[src/hw/rtl/ild_pkg.sv]
package ild_pkg;

    // Bytes in the decode window that the lanes look at (2 to 15).
    localparam int WINDOW_BYTES = 15;

    // Bytes carried by the input ports, fixed by the field widths.
    localparam int PORT_BYTES = 15;

    // Width of a window count, and of a position that may run past the window.
    localparam int WIN_W = 4;
    localparam int POS_W = 6;
    localparam int LEN_W = 5;

    // Legacy prefixes.
    localparam logic [7:0] PFX_OPSIZE = 8'h66;
    localparam logic [7:0] PFX_REPNE  = 8'hF2;
    localparam logic [7:0] PFX_REP    = 8'hF3;
    localparam logic [7:0] PFX_ES     = 8'h26;
    localparam logic [7:0] PFX_CS     = 8'h2E;
    localparam logic [7:0] PFX_SS     = 8'h36;
    localparam logic [7:0] PFX_DS     = 8'h3E;
    localparam logic [7:0] PFX_FS     = 8'h64;
    localparam logic [7:0] PFX_GS     = 8'h65;

    // REX and the opcode families; only the high bits of a family base are compared.
    localparam logic [7:0] REX_BASE    = 8'h40;
    localparam logic [7:0] OP_MOV_IMM  = 8'hB8;
    localparam logic [7:0] OP_PUSH_POP = 8'h50;
    localparam logic [7:0] OP_JCC8     = 8'h70;

    localparam logic [7:0] OP_ESCAPE = 8'h0F;
    localparam logic [7:0] OP_MOV_C6 = 8'hC6;
    localparam logic [7:0] OP_CALL   = 8'hE8;
    localparam logic [7:0] OP_JMP32  = 8'hE9;
    localparam logic [7:0] OP_JMP8   = 8'hEB;
    localparam logic [7:0] OP_RET    = 8'hC3;
    localparam logic [7:0] OP_RETF   = 8'hCB;
    localparam logic [7:0] OP_INT3   = 8'hCC;
    localparam logic [7:0] OP_NOP    = 8'h90;
    localparam logic [7:0] OP_IMUL32 = 8'h69;
    localparam logic [7:0] OP_IMUL8  = 8'h6B;
    localparam logic [7:0] OP_GRP32  = 8'h81;
    localparam logic [7:0] OP_GRP8   = 8'h83;
    localparam logic [7:0] OP_MOV_C7 = 8'hC7;

    // ModRM field codes that change the operand span.
    localparam logic [1:0] MOD_INDIRECT = 2'd0;
    localparam logic [1:0] MOD_DISP8    = 2'd1;
    localparam logic [1:0] MOD_DISP32   = 2'd2;
    localparam logic [1:0] MOD_REG      = 2'd3;
    localparam logic [2:0] RM_SIB       = 3'd4;
    localparam logic [2:0] RM_DISP32    = 3'd5;

    // What one lane learns about its byte, for every role the byte may play.
    typedef struct packed {
        logic       pfx;       // legacy prefix
        logic       rex;       // REX byte
        logic       esc;       // 0F escape
        logic       fast;      // one-byte opcode with a fixed length
        logic       c6;        // C6: ModRM plus imm8
        logic [2:0] fast_add;  // bytes after the opcode on a fast path
        logic [2:0] imm_add;   // immediate bytes on the general path
        logic [2:0] span;      // ModRM, SIB and displacement if used as ModRM
    } lane_info_t;

    typedef lane_info_t [WINDOW_BYTES-1:0] lane_vec_t;

endpackage

[src/hw/rtl/ild_lane.sv]
module ild_lane (
    input  logic [7:0]         code_byte,
    output ild_pkg::lane_info_t info
);
    import ild_pkg::*;

    logic [1:0] mod_f;
    logic [2:0] rm_f;
    logic [2:0] span;

    assign mod_f = code_byte[7:6];
    assign rm_f  = code_byte[2:0];

    always_comb
    begin
        span = 3'd1;
        if (mod_f != MOD_REG && rm_f == RM_SIB)
        begin
            span = span + 3'd1;
        end
        if (mod_f == MOD_DISP8)
        begin
            span = span + 3'd1;
        end
        else if (mod_f == MOD_DISP32 || (mod_f == MOD_INDIRECT && rm_f == RM_DISP32))
        begin
            span = span + 3'd4;
        end
    end

    always_comb
    begin
        info.pfx = (code_byte == PFX_OPSIZE) || (code_byte == PFX_REPNE) ||
                   (code_byte == PFX_REP) || (code_byte == PFX_ES) ||
                   (code_byte == PFX_CS) || (code_byte == PFX_SS) ||
                   (code_byte == PFX_DS) || (code_byte == PFX_FS) ||
                   (code_byte == PFX_GS);
        info.rex  = (code_byte[7:4] == REX_BASE[7:4]);
        info.esc  = (code_byte == OP_ESCAPE);
        info.c6   = (code_byte == OP_MOV_C6);
        info.span = span;
        info.fast     = 1'b1;
        info.fast_add = 3'd0;
        if (code_byte[7:3] == OP_MOV_IMM[7:3])
        begin
            info.fast_add = 3'd4;
        end
        else if (code_byte[7:4] == OP_PUSH_POP[7:4] || code_byte == OP_RET ||
                 code_byte == OP_RETF || code_byte == OP_INT3 || code_byte == OP_NOP)
        begin
            info.fast_add = 3'd0;
        end
        else if (code_byte == OP_CALL || code_byte == OP_JMP32)
        begin
            info.fast_add = 3'd4;
        end
        else if (code_byte == OP_JMP8 || code_byte[7:4] == OP_JCC8[7:4])
        begin
            info.fast_add = 3'd1;
        end
        else
        begin
            info.fast = 1'b0;
        end
        if (code_byte == OP_IMUL32 || code_byte == OP_GRP32 || code_byte == OP_MOV_C7)
        begin
            info.imm_add = 3'd4;
        end
        else if (code_byte == OP_IMUL8 || code_byte == OP_GRP8)
        begin
            info.imm_add = 3'd1;
        end
        else
        begin
            info.imm_add = 3'd0;
        end
    end

endmodule

[src/hw/rtl/ild_merge.sv]
module ild_merge (
    input  ild_pkg::lane_vec_t           lanes,
    input  logic [ild_pkg::WIN_W-1:0]    win,
    output logic [ild_pkg::LEN_W-1:0]    length
);
    import ild_pkg::*;

    // Picks the lane at a computed position; positions past the lanes read as zero.
    function automatic lane_info_t pick(lane_vec_t lv, logic [POS_W-1:0] idx);
        lane_info_t r;
        r = '0;
        for (int k = 0; k < WINDOW_BYTES; k++)
        begin
            if (idx == POS_W'(k))
            begin
                r = lv[k];
            end
        end
        return r;
    endfunction

    logic [POS_W-1:0] win_x;
    logic [POS_W-1:0] first_op;
    logic [POS_W-1:0] op_pos;
    logic [POS_W-1:0] after_op;
    logic [POS_W-1:0] modrm_pos;
    logic [POS_W-1:0] total;
    lane_info_t       at_first;
    lane_info_t       op_lane;
    lane_info_t       modrm_lane;

    assign win_x = POS_W'(win);

    // First byte of the window that is not a legacy prefix.
    always_comb
    begin
        first_op = win_x;
        for (int k = WINDOW_BYTES - 1; k >= 0; k--)
        begin
            if (POS_W'(k) < win_x && !lanes[k].pfx)
            begin
                first_op = POS_W'(k);
            end
        end
    end

    assign at_first  = pick(lanes, first_op);
    assign op_pos    = (first_op < win_x && at_first.rex) ? first_op + POS_W'(1) : first_op;
    assign op_lane   = pick(lanes, op_pos);
    assign after_op  = op_pos + POS_W'(1);
    assign modrm_pos = op_lane.esc ? op_pos + POS_W'(2) : after_op;
    assign modrm_lane = pick(lanes, modrm_pos);

    always_comb
    begin
        total  = '0;
        length = '0;
        if (win_x == '0 || op_pos >= win_x)
        begin
            length = '0;
        end
        else if (op_lane.esc && after_op >= win_x)
        begin
            length = '0;
        end
        else if (!op_lane.esc && op_lane.fast)
        begin
            total  = after_op + POS_W'(op_lane.fast_add);
            length = total[LEN_W-1:0];
        end
        else if (modrm_pos >= win_x)
        begin
            length = '0;
        end
        else if (!op_lane.esc && op_lane.c6)
        begin
            total  = modrm_pos + POS_W'(modrm_lane.span) + POS_W'(1);
            length = total[LEN_W-1:0];
        end
        else
        begin
            total = modrm_pos + POS_W'(modrm_lane.span);
            if (!op_lane.esc)
            begin
                total = total + POS_W'(op_lane.imm_add);
            end
            length = (total <= win_x) ? total[LEN_W-1:0] : '0;
        end
    end

endmodule

[src/hw/rtl/x86_instruction_length_decoder_unit.sv]
// Channel  Handshake          Payload
// -------  -----------------  ------------------------------------------
// in       in_valid/in_ready  bytes_low[63:0], bytes_high[55:0], window_length[3:0]
// out      out_valid/out_ready instr_length[4:0]
//
// Each transaction passes two registers: the lane register captures the per-byte
// classification when the input is accepted, and the output register then takes the
// merged length once it is empty or being drained; out_valid rises when it loads. A new
// transaction can be taken every cycle while the output is not stalled.
// An asynchronous active-low reset empties both stages; no payload is cleared.
// When out_ready is held low the output register holds its result, the lane
// register fills behind it, and then in_ready drops until the output is taken.
module x86_instruction_length_decoder_unit (
    input  logic                         clk,
    input  logic                         rst_n,
    input  logic                         in_valid,
    output logic                         in_ready,
    input  logic [63:0]                  bytes_low,
    input  logic [55:0]                  bytes_high,
    input  logic [ild_pkg::WIN_W-1:0]    window_length,
    output logic                         out_valid,
    input  logic                         out_ready,
    output logic [ild_pkg::LEN_W-1:0]    instr_length
);
    import ild_pkg::*;

    logic [8*PORT_BYTES-1:0] window;
    lane_vec_t               lanes;
    logic [WIN_W-1:0]        win_sat;

    lane_vec_t               lanes_reg;
    logic [WIN_W-1:0]        win_reg;
    logic                    s1_valid_reg;
    logic                    s1_valid_next;
    logic                    s2_valid_reg;
    logic                    s2_valid_next;
    logic [LEN_W-1:0]        length_reg;
    logic [LEN_W-1:0]        merged_length;
    logic                    s2_load;
    logic                    s1_load;

    assign window = {bytes_high, bytes_low};

    // A count past the window width is taken as a full window.
    assign win_sat = (window_length > WIN_W'(WINDOW_BYTES)) ? WIN_W'(WINDOW_BYTES)
                                                            : window_length;

    // One classification lane per window byte; each lane knows what its byte would
    // mean as a prefix, REX, escape, opcode or ModRM, and the merge picks the role.
    for (genvar g = 0; g < WINDOW_BYTES; g++)
    begin : g_lane
        ild_lane u_lane (
            .code_byte (window[8*g +: 8]),
            .info      (lanes[g])
        );
    end

    ild_merge u_merge (
        .lanes  (lanes_reg),
        .win    (win_reg),
        .length (merged_length)
    );

    // The output register takes a new result when it is empty or being drained;
    // the lane register moves on when its contents go to the output register.
    assign s2_load  = s1_valid_reg && (!s2_valid_reg || out_ready);
    assign in_ready = !s1_valid_reg || s2_load;
    assign s1_load  = in_valid && in_ready;

    always_comb
    begin
        s1_valid_next = s1_valid_reg;
        if (s1_load)
        begin
            s1_valid_next = 1'b1;
        end
        else if (s2_load)
        begin
            s1_valid_next = 1'b0;
        end
        s2_valid_next = s2_valid_reg;
        if (s2_load)
        begin
            s2_valid_next = 1'b1;
        end
        else if (out_ready)
        begin
            s2_valid_next = 1'b0;
        end
    end

    always_ff @(posedge clk or negedge rst_n)
    begin
        if (!rst_n)
        begin
            s1_valid_reg <= 1'b0;
            s2_valid_reg <= 1'b0;
        end
        else
        begin
            s1_valid_reg <= s1_valid_next;
            s2_valid_reg <= s2_valid_next;
        end
    end

    always_ff @(posedge clk)
    begin
        if (s1_load)
        begin
            lanes_reg <= lanes;
            win_reg   <= win_sat;
        end
        if (s2_load)
        begin
            length_reg <= merged_length;
        end
    end

    assign out_valid    = s2_valid_reg;
    assign instr_length = length_reg;

endmodule

[config.mk]
export PLATFORM = sky130hd
export DESIGN_NAME = x86_instruction_length_decoder_unit
export DESIGN_NICKNAME = d
export VERILOG_FILES = /design/src/hw/rtl/ild_pkg.sv /design/src/hw/rtl/ild_lane.sv /design/src/hw/rtl/ild_merge.sv /design/src/hw/rtl/x86_instruction_length_decoder_unit.sv
export SDC_FILE = /design/constraint.sdc
export NUM_CORES = 1
export LEC_CHECK = 0
export BUFFER_PORTS_ARGS = -buffer_cell sky130_fd_sc_hd__buf_2
export CELL_PAD_IN_SITES_DETAIL_PLACEMENT = 1
export CELL_PAD_IN_SITES_GLOBAL_PLACEMENT = 2
export CORE_MARGIN = 8
export CORE_UTILIZATION = 40
export CTS_CLUSTER_SIZE = 40
export DETAILED_ROUTE_END_ITERATION = 10
export PLACE_DENSITY = 0.94
export SETUP_SLACK_MARGIN = 0.3
export SKIP_LAST_GASP = 1
export SLEW_MARGIN = 20
export SYNTH_ARGS = -nofsm -noshare
export SYNTH_HDL_FRONTEND = slang
export SYNTH_SLANG_ARGS = --single-unit
[constraint.sdc]
create_clock -name clk -period 18.8 [get_ports clk]
set_input_delay 4.7 -clock clk [delete_from_list [all_inputs] [get_ports clk]]
set_output_delay 4.7 -clock clk [all_outputs]
set_load 0.02 [all_outputs]
# Yosys cells after proc, flatten, opt, wreduce, memory -nomap -nowiden
# Index checks and enable logic that the tools add are counted.
dict set report totals {
  reg_bits 206
  latchBits 0
  ram_bits 0
  mem_bits_ro 0
  out_inout_bits 7
  elab_cells 1294
  n_memories 0
}
dict set report classes {
  add_sub_neg 37
  n_mul 0
  n_div 0
  order_cmp 21
  eq_ne 522
  n_shift 0
  muxes 196
  bitwise_logic 0
  reduce_logical 379
}
# cell n
set ops {}
lappend ops {{$eq 8x8->1 const B} 195}
lappend ops {{$eq 8x7->1 const B} 75}
lappend ops {{$eq 8x6->1 const B} 60}
lappend ops {{$logic_or 1x1->1} 273}
lappend ops {{$mux 3} 75}
lappend ops {{$eq 4x3->1 const B} 49}
lappend ops {{$mux 13} 15}
lappend ops {{$mux 12} 15}
lappend ops {{$eq 8x4->1 const B} 15}
lappend ops {{$eq 3x3->1 const B} 30}
lappend ops {{$eq 6x4->1 const B} 14}
lappend ops {{$eq 5x5->1 const B} 15}
lappend ops {{$mux 4} 15}
lappend ops {{$logic_and 1x1->1} 51}
lappend ops {{$mux 1} 49}
lappend ops {{$eq 6x3->1 const B} 8}
lappend ops {{$mux 6} 8}
lappend ops {{$add 2x1->3 const B} 15}
lappend ops {{$add 2x3->3 const B} 15}
lappend ops {{$reduce_or 3->1} 15}
lappend ops {{$eq 2x1->1 const B} 15}
lappend ops {{$eq 2x2->1 const B} 15}
lappend ops {{$logic_not 2->1} 15}
lappend ops {{$mux 2} 15}
lappend ops {{other kinds (25)} 88}

# Longest topological paths before layout
# Gate-level depths: netlist of the first run.
dict set report logic_depth {
  word_depth 81
  mapped_depth 54
  depth_no_buf 50
}

# Modules after synthesis
# From an unflattened synthesis of the first run, not the netlist that was laid out.
dict set report hier_totals {
  cells_unflattened 1755
  hier_area_um2 17669.4
}
# module instances cells_per_inst area_each_um2 seq_area_each_um2
set modules_own_cells {}
lappend modules_own_cells {x86_instruction_length_decoder_unit 1 227 6680.2 6626.4}
lappend modules_own_cells {ild_lane 15 55 417.9 0.0}
lappend modules_own_cells {ild_merge 1 703 4720.8 0.0}

# Least setup slack after synthesis of the first run
# OpenSTA, ideal clock, no wires.
dict set report synth_path {
  path_type {input-to-reg}
  start {in out_ready}
  end {reg lanes_reg[0] in the netlist's numbering (enable)}
  setup_ps 566
  arrival_time_ps 9197
  required_time_ps 18234
  path_slack_ps 9037
  cell_stages 2
  n_path_buf 0
  path_cell_list {nand3b_1 -> and2_1}
}
dict set report synth_via {
  elab_chain_cells 4
}
# element line
set synth_lines {}
lappend synth_lines {{start: declaration} x86_instruction_length_decoder_unit.sv:22} ;# input logic out_ready,
lappend synth_lines {{$logic_or 1x1->1} x86_instruction_length_decoder_unit.sv:66} ;# assign s2_load = s1_valid_reg && (!s2_valid_reg || out_ready);
lappend synth_lines {{$logic_and 1x1->1} x86_instruction_length_decoder_unit.sv:66}
lappend synth_lines {{$logic_or 1x1->1} x86_instruction_length_decoder_unit.sv:67} ;# assign in_ready = !s1_valid_reg || s2_load;
lappend synth_lines {{$logic_and 1x1->1} x86_instruction_length_decoder_unit.sv:68} ;# assign s1_load = in_valid && in_ready;
lappend synth_lines {{via s1_load} x86_instruction_length_decoder_unit.sv:40} ;# logic s1_load;
lappend synth_lines {{end signal: assignment} x86_instruction_length_decoder_unit.sv:110} ;# lanes_reg <= lanes;
lappend synth_lines {{end: declaration} x86_instruction_length_decoder_unit.sv:31} ;# lane_vec_t lanes_reg;
# The timed path passes the listed nets, and every way through them passes these cells.
# A chain may end at the register's enable or synchronous reset.

# Final worst setup path of the first run
dict set report layout_path {
  start {reg win_reg[0]}
  end {reg length_reg[1], in the netlist instr_length[1] (data pin)}
}
dict set report layout_via {
  elab_chain_cells 81
  elab_cells_between_ends 167
  cone_classes {add/sub: 7; order compare: 20; eq/ne: 42; mux: 72; reduce/logical: 26}
}
# element line
set layout_lines {}
lappend layout_lines {{start: declaration} x86_instruction_length_decoder_unit.sv:32} ;# logic [WIN_W-1:0] win_reg;
lappend layout_lines {{start signal: assignment} x86_instruction_length_decoder_unit.sv:111} ;# win_reg <= win_sat;
lappend layout_lines {{$lt 4x4->1} ild_merge.sv:40} ;# if (POS_W'(k) < win_x && !lanes[k].pfx)
lappend layout_lines {{$logic_and 1x1->1} ild_merge.sv:40}
lappend layout_lines {{$mux 4 (15 in a row)} ild_merge.sv:40}
lappend layout_lines {{$logic_not 6->1} ild_merge.sv:14} ;# if (idx == POS_W'(k))
lappend layout_lines {{$mux 13 (15 in a row)} ild_merge.sv:14}
lappend layout_lines {{$logic_and 1x1->1} ild_merge.sv:48} ;# assign op_pos = (first_op < win_x && at_first.rex) ? first_op + POS_W'(1) : first_op;
lappend layout_lines {{$mux 6} ild_merge.sv:48}
lappend layout_lines {{$logic_not 6->1} ild_merge.sv:14}
lappend layout_lines {{[37 not listed]} --}
lappend layout_lines {{$mux 6} ild_merge.sv:66} ;# else if (!op_lane.esc && op_lane.fast)
lappend layout_lines {{$mux 6} ild_merge.sv:62} ;# else if (op_lane.esc && after_op >= win_x)
lappend layout_lines {{$mux 6} ild_merge.sv:58} ;# if (win_x == '0 || op_pos >= win_x)
lappend layout_lines {{$le 6x4->1} ild_merge.sv:87} ;# length = (total <= win_x) ? total[LEN_W-1:0] : '0;
lappend layout_lines {{$mux 5} ild_merge.sv:87}
lappend layout_lines {{$mux 5} ild_merge.sv:75} ;# else if (!op_lane.esc && op_lane.c6)
lappend layout_lines {{$mux 5} ild_merge.sv:71} ;# else if (modrm_pos >= win_x)
lappend layout_lines {{$mux 5} ild_merge.sv:66}
lappend layout_lines {{end signal: assignment} x86_instruction_length_decoder_unit.sv:115} ;# length_reg <= merged_length;
lappend layout_lines {{end: declaration} x86_instruction_length_decoder_unit.sv:37} ;# logic [LEN_W-1:0] length_reg;
# Several ways; a longest one is shown, not always the timed one. The select of a mux whose other input is x is not followed.

==> metrics.txt, run 1 <==
Netlist cell types 97; MaxCap Viol Count 0; Max Clk Rate 0.0794 GHz; GPL Wtd Cong 0.934; residual DRC count 0; Port Buf Inserts 134; Max VDD drop roughly 0.00008 V; Area after DPL between 10000 and 15000 sq um; initial antenna violation count 4; post-CTS sizing 0; Die W 204 microns; top routing layer used met5; HPWL after DPL 37200 microns; register area 5730 sq um; Ports 135; number of flops mapped to enable cells by yosys roughly 190; pre-CTS setup slack 6.61 ns; CP endpoint instr_length[1]; Starting DRT DRC Count 1026; GRT Resource Usage Total 23.2%; status completed; Core Region 34600 sq um; area delta synth->final 10.8%; Post-Syn Area 14100 sq um; max reg flops 180; leakage power approximately 5.7 nW; CP Class reg2reg; grt total ovfl 0; setup violators final 0; crit path time final between 10 and 15 ns; Max Transition Viols Final 0; worst hold slack a little over 0.5 ns; Min-Delay Path Class reg2reg; Final Util between 40 and 50%; crit share post-route 67.0%; Cells after Synth 1598; Power Density 106 nW/um^2; net count after synthesis 1776; Worst setup startpoint win_reg[0]; Final Worst Setup Slack 6.21 ns; commonest non-fill, non-tap cell in the layout edfxtp_1; Die Area 41400 sq um; Crit path max-delay family compound AO/OA/AOI/OAI gates; Main synth FF type edfxtp_1; share of flip-flops with an asynchronous set or reset 1.05%; Post-Route Skew 0.0183 ns; area occupied by multi-input gates roughly 7600 sq um; ANT nets after route 0; reg2reg setup slack approximately 6.2 ns; Via density approximately 6.2; pin count of the biggest net entering global routing 81; H-tree lvl count 4; routed length per instance about 23 microns; Worst Path Buf+Inv 7; crit path max-delay cell type xnor2_1; TritonCTS Buffers 17; drt pass-1 iters 6; Die Ht 204 microns; largest stage delay on the critical path 0.78 ns; Crit. End Element flop; starting density of the core 40.6%; Reg2Reg Capture Point instr_length[1]; M1 WL between 20000 and 25000 microns; met3 wire length between 2000 and 2500 microns; Worst Path Max Fanout 26; Design Area, Final 15600 sq um; final-layout fill cell count 4059; tightest slew margin relative to the limit 30.6%; CTS tree built; clk sinks 191; Worst setup SP type flop; RSZ-0062 raised after global routing no; hold buffers post-CTS 0; Seq/Total Area, Yosys between 40% and 50%; Power, Total approximately 1.7 mW; Final Hold Fails 0; Clock Path Buffers 2; layout cells sized above 1 13.9%; vias in the first global route 13059; Vias ~13000; clk root buf clkbuf_16; placed instance count 2096; final WL 48900 microns; Final TNS setup 0 ns; Yosys reg bits 191; final cell count without fillers 2129; met2 routed WL 24000 microns; Crit path required time 19.08 ns; Nets 1838; Post-Syn Area per Cell 8.80 sq um; Crit path depth 50; # rows 68; first-pass GRT wire length about 76000 microns; Clock transition at path regs approximately 0.070 ns; RR Startpoint win_reg[0]; Worst Tran Pin Value 1.04 ns; worst reg2reg path depth 50; most frequent cells in the layout edfxtp_1 (189), nand2_1 (162), nor2_1 (157), buf_2 (134), a21oi_1 (89); worst-skew pair later-pin latency 0.47 ns; Setup Buffers After CTS 0; warnings from Yosys 0; Critical Path AT between 10 and 15 ns
how the worst min path moves through the flow:
stage,start,endpoint,slack [ns],cells after the start
finish,s1_valid_reg,out_valid,0.51,1
floorplan,s1_valid_reg,out_valid,0.45,1
detailed placement,s1_valid_reg,out_valid,0.50,1
CTS,s1_valid_reg,out_valid,0.52,1
global placement,s1_valid_reg,out_valid,0.47,1
global route,s1_valid_reg,out_valid,0.55,1
routing by layer:
metal / vias to the layer above / track usage, %
met3: 75 / 4.27
li1: 6140 / -
met1: 6567 / 29.7
met5: - / 0
met2: 351 / 39.7
met4: 4 / 6.55
where the power goes:
group          internal, mW  total (mW)  switching, mW
Combinational         0.271       0.746          0.475
Clock                 0.192       0.384          0.191
Sequential            0.510       0.528         0.0189
Total                 0.973        1.66          0.685
cell families (layout without fill, tap and decap cells):
logic type,count (synthesis),count (layout),share of synthesized area (%)
simple gates,727,727,27.3
compound gates,415,415,20.3
flops,191,191,40.7
buf+inv,187,262,5.27
fa+ha+maj,50,50,4.50
xor+xnor,15,15,0.987
mux,13,13,0.943
other cells,0,1,0
Yosys cell counts, drive strengths merged (12+ instances only):
| master | n | area (sq um) |
|---|---|---|
| or4 | 14 | 109 |
| o22ai | 27 | 183 |
| a21oi | 93 | 480 |
| ha | 49 | 613 |
| buf | 16 | 98.8 |
| nand2 | 163 | 614 |
| nor2 | 158 | 596 |
| nor2b | 31 | 194 |
| and2 | 18 | 115 |
| nand3 | 63 | 315 |
| o211ai | 13 | 116 |
| nand4b | 17 | 149 |
| nor3b | 30 | 225 |
| and3 | 15 | 93.8 |
| or3 | 16 | 100 |
| o31ai | 17 | 128 |
| edfxtp | 189 | 5680 |
| inv | 84 | 315 |
| nor4b | 17 | 155 |
| nand2b | 51 | 319 |
| nand4 | 12 | 81.3 |
| nor3 | 71 | 382 |
| nor4 | 23 | 150 |
| clkbuf | 86 | 324 |
| a31oi | 55 | 344 |
| o21ai | 87 | 439 |
layout make-up:
class | count | area share [%]
Sequential cell | 191 | 36.7
Antenna cell | 1 | 0.0161
Clock buffer | 17 | 2.73
Tap cell | 455 | 3.65
Clock inverter | 15 | 1.20
Multi-Input combinational cell | 1220 | 48.8
Inverter | 85 | 2.05
Timing Repair Buffer | 145 | 4.83
(Power assumes the default switching activity.)
==> inputs of run 2 (changes only) <==
--- a/config.mk
+++ b/config.mk
@@ -9,10 +9,10 @@
 export CELL_PAD_IN_SITES_DETAIL_PLACEMENT = 1
 export CELL_PAD_IN_SITES_GLOBAL_PLACEMENT = 2
 export CORE_MARGIN = 8
-export CORE_UTILIZATION = 40
+export CORE_UTILIZATION = 38
 export CTS_CLUSTER_SIZE = 40
 export DETAILED_ROUTE_END_ITERATION = 10
-export PLACE_DENSITY = 0.94
+export PLACE_DENSITY = 0.9
 export SETUP_SLACK_MARGIN = 0.3
 export SKIP_LAST_GASP = 1
 export SLEW_MARGIN = 20
==> constraint.sdc (replaced) <==
create_clock -name clk -period 12.4 [get_ports clk]
set_input_delay 3.1 -clock clk [delete_from_list [all_inputs] [get_ports clk]]
set_output_delay 3.1 -clock clk [all_outputs]
set_load 0.02 [all_outputs]
==> run 2 against run 1 <==
  * Clock power grew 47%
  * Wire length grew 1.4%
  * Worst hold slack got worse by 0.014 ns
  * Setup slack worse by 5.2 ns
  * Largest power group unchanged
  * Register-to-register slack worse by 5.2 ns
  * Combinational power rose by 51%
  * Via count shrank 0.40%
  * Power grew 50%
==> metrics.txt, run 2 (synthesis results as in run 1) <==
Power, Total 2.49 mW (was 1.66 mW); Via density 6.08 (was 6.17); RSZ-0062 raised after global routing no (unchanged); GPL Wtd Cong 0.905 (was 0.934); # rows 70 (was 68); largest stage delay on the critical path 0.60 ns (was 0.78 ns); GRT Resource Usage Total 22.0% (was 23.2%); CP Class reg2reg (unchanged); Final Util 43.0% (was 45.0%); Worst Path Max Fanout 25 (was 26); Crit. End Element flop (unchanged); worst-skew pair later-pin latency 0.44 ns (was 0.47 ns); Clock transition at path regs 0.08 ns (was 0.07 ns); Nets 1848 (was 1838); Max Transition Viols Final 0 (unchanged); grt total ovfl 0 (unchanged); status completed (unchanged); residual DRC count 0 (unchanged); area delta synth->final 11.5% (was 10.8%); Worst Tran Pin Value 0.993 ns (was 1.04 ns); leakage power 5.70 nW (was 5.65 nW); Min-Delay Path Class reg2reg (unchanged); TritonCTS Buffers 17 (unchanged); Critical Path AT 11.63 ns (was 12.87 ns); Core Region 36500 sq um (was 34600 sq um); clk sinks 191 (unchanged); Final TNS setup 0 ns (unchanged); Worst path most repeated cell a21oi_1; Clock Path Buffers 2 (unchanged); crit path time final 11.36 ns (was 12.59 ns); ANT nets after route 0 (unchanged); max reg flops 180 (unchanged); final-layout fill cell count 4228 (was 4059); setup violators final 0 (unchanged); Die Area 43400 sq um (was 41400 sq um); Die W 208 microns (was 204 microns); final WL 49600 microns (was 48900 microns); most frequent cells in the layout edfxtp_1 (189), nand2_1 (162), nor2_1 (157), buf_2 (134), a21oi_1 (89) (unchanged); Ports 135 (unchanged); MaxCap Viol Count 0 (unchanged); Die Ht 208 microns (was 204 microns); clk root buf clkbuf_16 (unchanged); Starting DRT DRC Count 961 (was 1026); Post-Route Skew 0.0146 ns (was 0.0183 ns); H-tree lvl count 4 (unchanged); first-pass GRT wire length 76500 microns (was 76100 microns); vias in the first global route 13069 (was 13059); crit path max-delay cell type a222oi_1 (was xnor2_1); commonest non-fill, non-tap cell in the layout edfxtp_1 (unchanged); Vias 13085 (was 13137); Area after DPL 15000 sq um (about the same); Max Clk Rate 0.0880 GHz (was 0.0794 GHz); crit share post-route 91.7% (was 67.0%); Final Hold Fails 0 (unchanged); Worst Path Buf+Inv 7 (unchanged); CTS tree built (unchanged); starting density of the core 38.5% (was 40.6%); Worst setup SP type flop (unchanged); layout cells sized above 1 14.6% (was 13.9%); Port Buf Inserts 134 (unchanged); drt pass-1 iters 7 (was 6); initial antenna violation count 4 (unchanged); Crit path max-delay family compound AO/OA/AOI/OAI gates (unchanged); routed length per instance 23.0 microns (about the same); HPWL after DPL 38000 microns (was 37200 microns); Design Area, Final 15700 sq um (was 15600 sq um); tightest slew margin relative to the limit 33.8% (was 30.6%); hold buffers post-CTS 0 (unchanged); Max VDD drop 0.000103 V (was 0.0000820 V); Power Density 159 nW/um^2 (was 106 nW/um^2); pin count of the biggest net entering global routing 74 (was 81); Crit path required time 12.67 ns (was 19.08 ns)
-- run 2: power by group --
group          internal [mW]  switching, mW  leakage [nW]  total (mW)
logic                  0.416          0.712          3.51        1.13
clock network          0.274          0.289         0.291       0.563
registers              0.773         0.0287          1.90       0.801
-- run 2: area by class of cell --
type	instances	area, sq um	area share (%)
multi-input cells	1220	7640	48.7
repair buffers	155	828	5.28
clock inverters	15	165	1.05
well taps	468	586	3.73
diodes	1	2.50	0.0160
clock buffers	17	425	2.71
inverters	85	319	2.03
flip-flops and latches	191	5730	36.5
-- run 2: per-layer routing --
metal / up-vias / part of all wire (%) / global-route usage [%]
met5: - / 0.046 / 0
met4: 4 / 2.8 / 6.51
met3: 78 / 4.6 / 3.17
met2: 374 / 49 / 37.7
met1: 6459 / 44 / 28.5
li1: 6170 / - / -
-- run 2: per-stage QoR --
stage	worst slack (ns)	hold slack (ns)	instances
2_1_floorplan	2.95	0.449	1598
3_3_place_gp	1.11	0.470	2109
3_5_place_dp	0.616	0.483	2109
4_1_cts	0.515	0.506	2141
5_1_grt	0.305	0.522	2151
6_report	1.04	0.496	2152
-- run 2: final timing paths --
check                             start         endpoint  slack (ns)  cells after the start
setup / recovery             win_reg[0]  instr_length[1]        1.04                     50
hold / removal             s1_valid_reg        out_valid        0.50                      1
setup reg to reg             win_reg[0]  instr_length[1]        1.04                     50
hold reg to reg            s1_valid_reg        out_valid        0.50                      1
max in group asynchronous         rst_n        out_valid        9.87                      1
min in group asynchronous         rst_n        out_valid        2.44                      1
-- run 2: timing repair --
action	4_1_cts	5_1_grt
endpoints found under the setup margin	0	4
buffers inserted	0	10
gates resized for setup	0	5
==> inputs of run 3 (changes only) <==
--- a/config.mk
+++ b/config.mk
@@ -13,6 +13,7 @@
 export CTS_CLUSTER_SIZE = 40
 export DETAILED_ROUTE_END_ITERATION = 10
 export PLACE_DENSITY = 0.9
+export RECOVER_POWER = 25
 export SETUP_SLACK_MARGIN = 0.3
 export SKIP_LAST_GASP = 1
 export SLEW_MARGIN = 20
==> constraint.sdc (replaced) <==
create_clock -name clk -period 12.4 [get_ports clk]
set_input_delay 2.48 -clock clk [delete_from_list [all_inputs] [get_ports clk]]
set_output_delay 2.48 -clock clk [all_outputs]
set_load 0.02 [all_outputs]
==> run 3 against run 2 <==
  * First-iteration DRC count fell by 0.42%
  * Critical path depth did not move
  * Worst hold slack improved by 0.0052 ns
  * Via count fell by 0.20%
  * Combinational power barely moved
  * Flip-flop and latch count did not move
  * Sequential power barely moved
  * Global-route usage did not move
  * Design area fell by 0.30%
  * Core utilization fell by 0.13 points
  * Sequential share of layout area rose by 0.11 points
  * Non-clock buffer count did not move
  * Largest cell class unchanged
  * Highest routed layer unchanged
==> metrics.txt, run 3 (synthesis results as in run 1) <==
status completed (unchanged); grt total ovfl 0 (unchanged); largest stage delay on the critical path 0.60 ns (about the same); Clock transition at path regs 0.09 ns (was 0.08 ns); Die Area 43400 sq um (unchanged); Die Ht 208 microns (unchanged); TritonCTS Buffers 17 (unchanged); Max Transition Viols Final 0 (unchanged); Final Hold Fails 0 (unchanged); Critical Path AT 11.65 ns (was 11.63 ns); Port Buf Inserts 134 (unchanged); starting density of the core 38.5% (unchanged); placed instance count 2109 (unchanged); GPL Wtd Cong 0.905 (unchanged); layout cells sized above 1 12.4% (was 14.6%); clk sinks 191 (unchanged); MaxCap Viol Count 0 (unchanged); CTS tree built (unchanged); Via density 6.07 (was 6.08); Worst setup SP type flop (unchanged); Starting DRT DRC Count 957 (was 961); final cell count without fillers 2152 (unchanged); setup violators final 0 (unchanged); area delta synth->final 11.2% (was 11.5%); Ports 135 (unchanged); Die W 208 microns (unchanged); crit share post-route 91.7% (about the same); GRT Resource Usage Total 22.0% (unchanged); RSZ-0062 raised after global routing no (unchanged); worst-skew pair later-pin latency 0.44 ns (about the same); worst hold slack 0.501 ns (was 0.496 ns); Post-Route Skew 0.0140 ns (was 0.0146 ns); hold buffers post-CTS 0 (unchanged); area occupied by multi-input gates 7640 sq um (unchanged); Max VDD drop 0.000103 V (about the same); Crit. End Element flop (unchanged); residual DRC count 0 (unchanged); Crit path required time 12.67 ns (about the same); Power Density 159 nW/um^2 (about the same); Worst Tran Pin Value 1.00 ns (was 0.993 ns); crit path time final 11.37 ns (was 11.36 ns); commonest non-fill, non-tap cell in the layout edfxtp_1 (unchanged); Final Worst Setup Slack 1.03 ns (was 1.04 ns); tightest slew margin relative to the limit 33.3% (was 33.8%); initial antenna violation count 4 (unchanged); Vias 13059 (was 13085); # rows 70 (unchanged); pin count of the biggest net entering global routing 74 (unchanged); register area 5730 sq um (unchanged); Design Area, Final 15600 sq um (was 15700 sq um); H-tree lvl count 4 (unchanged); Clock Path Buffers 2 (unchanged); most frequent cells in the layout edfxtp_1 (189), nand2_1 (162), nor2_1 (157), buf_2 (96), a21oi_1 (89) (was edfxtp_1 (189), nand2_1 (162), nor2_1 (157), buf_2 (134), a21oi_1 (89)); Min-Delay Path Class reg2reg (unchanged); Max Clk Rate 0.0879 GHz (was 0.0880 GHz); Nets 1848 (unchanged); pre-CTS setup slack 0.616 ns (unchanged); Final Util 42.8% (was 43.0%); CP Class reg2reg (unchanged); drt pass-1 iters 5 (was 7); ANT nets after route 0 (unchanged); crit path max-delay cell type a222oi_1 (unchanged); HPWL after DPL 38000 microns (unchanged); clk root buf clkbuf_16 (unchanged); Power, Total 2.49 mW (about the same); vias in the first global route 13069 (unchanged); first-pass GRT wire length 76500 microns (unchanged); final-layout fill cell count 4251 (was 4228); Core Region 36500 sq um (unchanged); Worst Path Max Fanout 25 (unchanged); Area after DPL 15000 sq um (unchanged); leakage power 5.59 nW (was 5.70 nW); max reg flops 180 (unchanged); Final TNS setup 0 ns (unchanged); final WL 49600 microns (about the same); reg2reg setup slack 1.03 ns (was 1.04 ns); routed length per instance 23.0 microns (about the same)
run 3: changes by cell type in the layout (fill, tap and decap cells not counted), sizes merged:
cell,delta
buf,-38
clkbuf,+38
run 3: worst paths after layout:
path                              start               to  depth (start not counted)
min in group asynchronous         rst_n        out_valid                          1
setup reg to reg             win_reg[0]  instr_length[1]                         50
max in group asynchronous         rst_n        out_valid                          1
hold / removal             s1_valid_reg        out_valid                          1
hold reg to reg            s1_valid_reg        out_valid                          1
setup / recovery             win_reg[0]  instr_length[1]                         50
run 3: power breakdown:
group          internal [mW]  switching [mW]  total (mW)
logic                  0.414           0.712        1.13
clock network          0.274           0.291       0.565
registers              0.773          0.0287       0.801
total                   1.46            1.03        2.49
run 3: layout make-up:
cell class                      instances  area share (%)
Tap cell                              468            3.74
Antenna cell                            1          0.0160
Sequential cell                       191            36.6
Timing Repair Buffer                  155            4.99
Clock buffer                           17            2.72
Multi-Input combinational cell       1220            48.8
Inverter                               85            2.04
Clock inverter                         15            1.06
run 3: critical path, delay by kind of cell, from the launching register on:
kind            cells  cell delay [ns]
mux                 1             0.12
buf+inv             8             1.60
xor+xnor            3             0.77
simple gates       11             1.50
flops               1             0.57
fa+ha+maj           6             1.88
compound gates     21             4.75
run 3: timing repair:
item / CTS / global route
endpoints found under the setup margin: 0 / 4
setup buffers: 0 / 10
gates resized for setup: 0 / 5
run 3: metal layers:
layer	vias up	part of all wire, %	GRT usage (%)
met5	-	0.046	0
met4	4	2.8	6.51
met3	72	4.2	3.17
met2	320	49	37.7
met1	6498	44	28.5
li1	6165	-	-
